File: config.mk
export PLATFORM = sky130hd
export DESIGN_NAME = lmt_ram
export DESIGN_NICKNAME = d
export VERILOG_FILES = /design/src/rtl/lmt_ram.sv
export SDC_FILE = /design/constraint.sdc
export NUM_CORES = 2
export LEC_CHECK = 0
export BUFFER_PORTS_ARGS = -buffer_cell sky130_fd_sc_hd__buf_2
export CAP_MARGIN = 20
export CORE_MARGIN = 8
export CORE_UTILIZATION = 45
export CTS_BUF_LIST = sky130_fd_sc_hd__clkbuf_8
export DETAILED_ROUTE_END_ITERATION = 8
export PLACE_DENSITY_LB_ADDON = 0.05
export RECOVER_POWER = 50
export SLEW_MARGIN = 20
export SYNTH_ARGS = -nofsm -noshare
export SYNTH_HDL_FRONTEND = slang
export SYNTH_SLANG_ARGS = --single-unit
File: constraint.sdc
create_clock -name aclk -period 3.4 [get_ports aclk]
set_input_delay 0.68 -clock aclk [delete_from_list [all_inputs] [get_ports aclk]]
set_output_delay 0.68 -clock aclk [all_outputs]
set_load 0.05 [all_outputs]
File: src/rtl/lmt_ram.sv
// Generic single-write, single-read RAM with a registered read port.
// No dependencies; used for both line buffers.
module lmt_ram #(
    parameter int WIDTH = 8,
    parameter int DEPTH = 512
) (
    input  logic                     aclk,
    input  logic                     wr_en,
    input  logic [$clog2(DEPTH)-1:0] wr_addr,
    input  logic [WIDTH-1:0]         wr_data,
    input  logic                     rd_en,
    input  logic [$clog2(DEPTH)-1:0] rd_addr,
    output logic [WIDTH-1:0]         rd_data
);

    logic [WIDTH-1:0] mem [DEPTH];
    logic [WIDTH-1:0] rd_data_reg;

    always_ff @(posedge aclk) begin
        if (wr_en) begin
            mem[wr_addr] <= wr_data;
        end
        if (rd_en) begin
            rd_data_reg <= mem[rd_addr];
        end
    end

    assign rd_data = rd_data_reg;

endmodule

Word level (Yosys, flattened, before mapping)
Memory sizes are Yosys's and may differ from the RTL's. A register that Yosys moved wholly into a read port is not among the register bits. Cells that the tools add are included.

Muxes and demuxes: 2.

Operators with widths (number): 1-bit two-way mux (2).

Register bits: 0. Logic and storage cells: 3. Bits in writable memories: 4096. Memories kept: 1.

Memory list: mem (depth 512, width 8, read ports 1, clocked after Yosys merged registers in 1, write ports 1, line 16) `logic [WIDTH-1:0] mem [DEPTH];`.

Depth between registers and ports, before layout
Word-level depth: 2. Depth in mapped cells: 12. Depth with buffers taken out: 7.

Worst setup path before layout
Ideal clock, no wire load.

Path type: input to register. Start: input rd_addr[0]. End: register rd_data_reg[0], in the netlist rd_data[0], read port of mem (data pin). Library setup time: 0.257 ns. Cell stages on the path: 10. Data required time: 3.143 ns. Arrival time: 2.534 ns. Slack: 0.609 ns. Path buffers: 4. Cell sequence: buf_4 -> buf_12 -> buf_12 -> buf_2 -> mux4_2 -> o21ai_0 -> nand3_1 -> nand4_1 -> o21ai_0 -> o2111a_1.

RTL lines: from (decl) (line 12) `input logic [$clog2(DEPTH)-1:0] rd_addr,`; to (decl) (line 17) `logic [WIDTH-1:0] rd_data_reg;`.

==> flow_metrics.tcl <==
set metrics [dict create \
    largest_reg_flops 4096 \
    syn_nets 8059 \
    ctsLongestPathBuffers 4 \
    initial_core_util 0.451 \
    fin_setup_tns_ps 0 \
    final_cell_area_um2 187000 \
    timing.final.crit_share 0.989 \
    cp.arrival_ps 4410 \
    layout-drive-gt1-share 0.279 \
    path_class "primary input to flip-flop" \
    slew_headroom -0.755 \
    hold_class "primary input to flip-flop" \
    fp.coreArea_um2 355000 \
    startpoint "rd_addr[0]" \
    finalWorstSetupSlack_ps 37.0 \
    skew_ps 57.4 \
    violations "capacitance limit, slew limit" \
    placed_area_um2 176000 \
    yosysUniqueCellTypes 50 \
    dr.pass1.iters 6 \
    tightest_slew_ps 2630 \
    synth_compound_area_frac 0.0431 \
    async_flop_share 0 \
    synth_cells 8030 \
    max_stage_delay_ps 620 \
    rsz0062_at_grt "no" \
    die_w_um 612 \
    hpwl_um 305000 \
    power_leakage_nw 62.8 \
    cts_buffers 679 \
    max_cap_violations 11 \
    final_util 0.528 \
    grt_pass1_vias 87600 \
    io_pins 37 \
    overflow 0 \
    yosys.area_share.adder 0 \
    rows 219 \
    cts_max_level 6 \
    yosys.area_share.simple 0.0263 \
    dp.cells 13700 \
    ys_seq_area_frac 0.770 \
    final_max_slew_viol_count 471 \
    synth_xor_area_frac 0 \
    wirelength_um 471000 \
    first_iter_violations 9234 \
    min_from "wr_addr[0]" \
    postCtsSetupRepairBufs 0 \
    cts_tree "done" \
    startpoint_type "primary input" \
    synthFlopType "edfxtp_1" \
    path_max_fanout 19 \
    ir_drop_mv 0.334 \
    synth_top_family_by_area "multiplexers" \
    syn-cell-area_um2 160000 \
    syn_area_per_cell_um2 19.9 \
    synthMuxAreaShare 0.142 \
    crit_chain "buf_12 > buf_12 > buf_4 > buf_12 > buf_4 > mux2i_1 > o221ai_1 > nor3_1 > nor3_1 > o211ai_1 > nor3_1 > buf_4 > o2111a_1" \
    status "finished, violations left" \
    setup_violations 0 \
    cp.required_ps 4450 \
    die_area_um2 375000 \
    synth_warnings 0 \
    cts_root_buf "clkbuf_8" \
    vias 86800 \
    grt_pass1_wl_um 663000 \
    r2r_setup_slack_ps 290 \
    timing.rr.start "mem[435][0]" \
    p_total_mw 101 \
    drc_errors 0 \
    antenna_left 0 \
    finalNonFillerCells 14900 \
    final_net_count 9665 \
    fillers 28400 \
    die_y_um 612 \
    cts.sinks 4104 \
    syn_to_final_growth_pct 17.2 \
    pre_cts_slack_ps -1300 \
    io_buffers 36 \
    hold-worst-slack_ps 412 \
    fmax_mhz 297 \
    synth_edf_count 4104 \
    period_minus_slack_ps 3360 \
    antenna_found_initial 35 \
    gp_congestion 0.849 \
    routedWlPerCell_um 31.6 \
    end_kind "flip-flop" \
    cellPowerDensity_nw_per_um2 538 \
    grt_max_degree 137 \
    via_per_inst 5.82 \
    cp_slowest_cell "nor3_1" \
    track_usage 0.246 \
    hold_violations 0 \
    ys_seq_elements 4104 \
    clk_latency_ps 1210 \
    clk_pin_slew_ps 60 \
]
## Yosys cell counts, types with 3 or more instances
library cell	count	area, um2
a2111oi_0	3	26.3
a211oi_1	17	128
a21oi_1	194	971
a22o_1	5	43.8
a22oi_1	61	458
and2_1	20	125
and3_1	4	25.0
and3b_1	4	35.0
buf_1	41	154
buf_12	5	100
buf_2	57	285
buf_4	70	526
buf_6	64	721
buf_8	11	165
clkbuf_1	265	995
edfxtp_1	4104	123000
mux2i_1	797	7980
mux4_2	654	14700
nand2_1	111	417
nand2b_1	4	25.0
nand3_1	36	180
nand4_1	32	200
nor2_1	597	2240
nor2b_1	6	37.5
nor3_1	109	546
nor3b_1	8	60.1
nor4_1	36	225
o2111a_1	8	90.1
o21ai_0	118	591
o221ai_1	371	3250
o22a_1	3	26.3
o22ai_1	163	1020
o311ai_0	5	43.8
o31ai_1	13	97.6
o41ai_1	7	61.3
or2_2	4	25.0
or3_1	6	37.5
## placed cells by master, fill, tap and decap left out, types with 11 or more instances in the layout
cell type / instances
mux2i_1: 797
dlygate4sd3_1: 11
clkbuf_8: 703
nor2_1: 595
a211oi_1: 17
a21oi_1: 194
nand2_1: 98
buf_4: 1148
inv_1: 232
o31ai_1: 13
nand3_1: 34
clkinv_1: 178
o22ai_1: 163
edfxtp_1: 4104
nor3_1: 108
buf_12: 145
buf_2: 23
clkbuf_4: 13
o21ai_0: 118
nand4_1: 32
and2_1: 19
a22oi_1: 61
diode_2: 11
clkbuf_2: 23
clkbuf_1: 71
o221ai_1: 371
nor4_1: 33
clkinv_2: 44
clkinvlp_4: 11
mux4_2: 654
## final cells by class
cell class | count | area, um2 | area share
diodes | 11 | 27.5 | 0.000147
clock buffers | 702 | 9660 | 0.0515
clock inverters | 487 | 2280 | 0.0121
inverters | 3 | 20.0 | 0.000107
multi-input cells | 3410 | 34000 | 0.181
flip-flops and latches | 4104 | 123000 | 0.657
well taps | 4751 | 5940 | 0.0317
repair buffers | 1438 | 12300 | 0.0655
## per-layer routing
metal,GRT usage,part of all wire
met2,0.389,0.47
met1,0.360,0.44
met4,0.0620,0.026
met3,0.0375,0.066
met5,0,0.000028
## path summary, 6_finish.rpt
| check | endpoint | depth (start not counted) |
|---|---|---|
| hold / removal | mem[284][4] | 5 |
| setup / recovery | rd_data[1] | 13 |
| hold reg to reg | rd_data[0] | 8 |
| setup reg to reg | rd_data[0] | 6 |
## critical path: cells and delay by family
family | cells | cell delay (ps)
AOI/OAI and AO/OA | 3 | 1010
buffers and inverters | 6 | 1320
muxes | 1 | 120
and+or+nand+nor | 3 | 1200
## report_power, final
part / switching [mW] / total, mW / internal (mW)
sequential: 0.0530 / 55.8 / 55.8
clock: 19.3 / 39.1 / 19.8
combinational: 3.84 / 5.97 / 2.13
## cells by family after synthesis
logic type	count (synthesis)
flip-flops	4104
AND/OR/NAND/NOR	980
multiplexers	1451
AO/OA/AOI/OAI	979
buffers and inverters	516
## what timing repair did
action,CTS,global route
endpoints found under the setup margin,0,1
resized for setup,0,1
hold buffers,11,0
endpoints found under the hold margin,355,0
No activity file was read; power rests on OpenSTA's default activity.
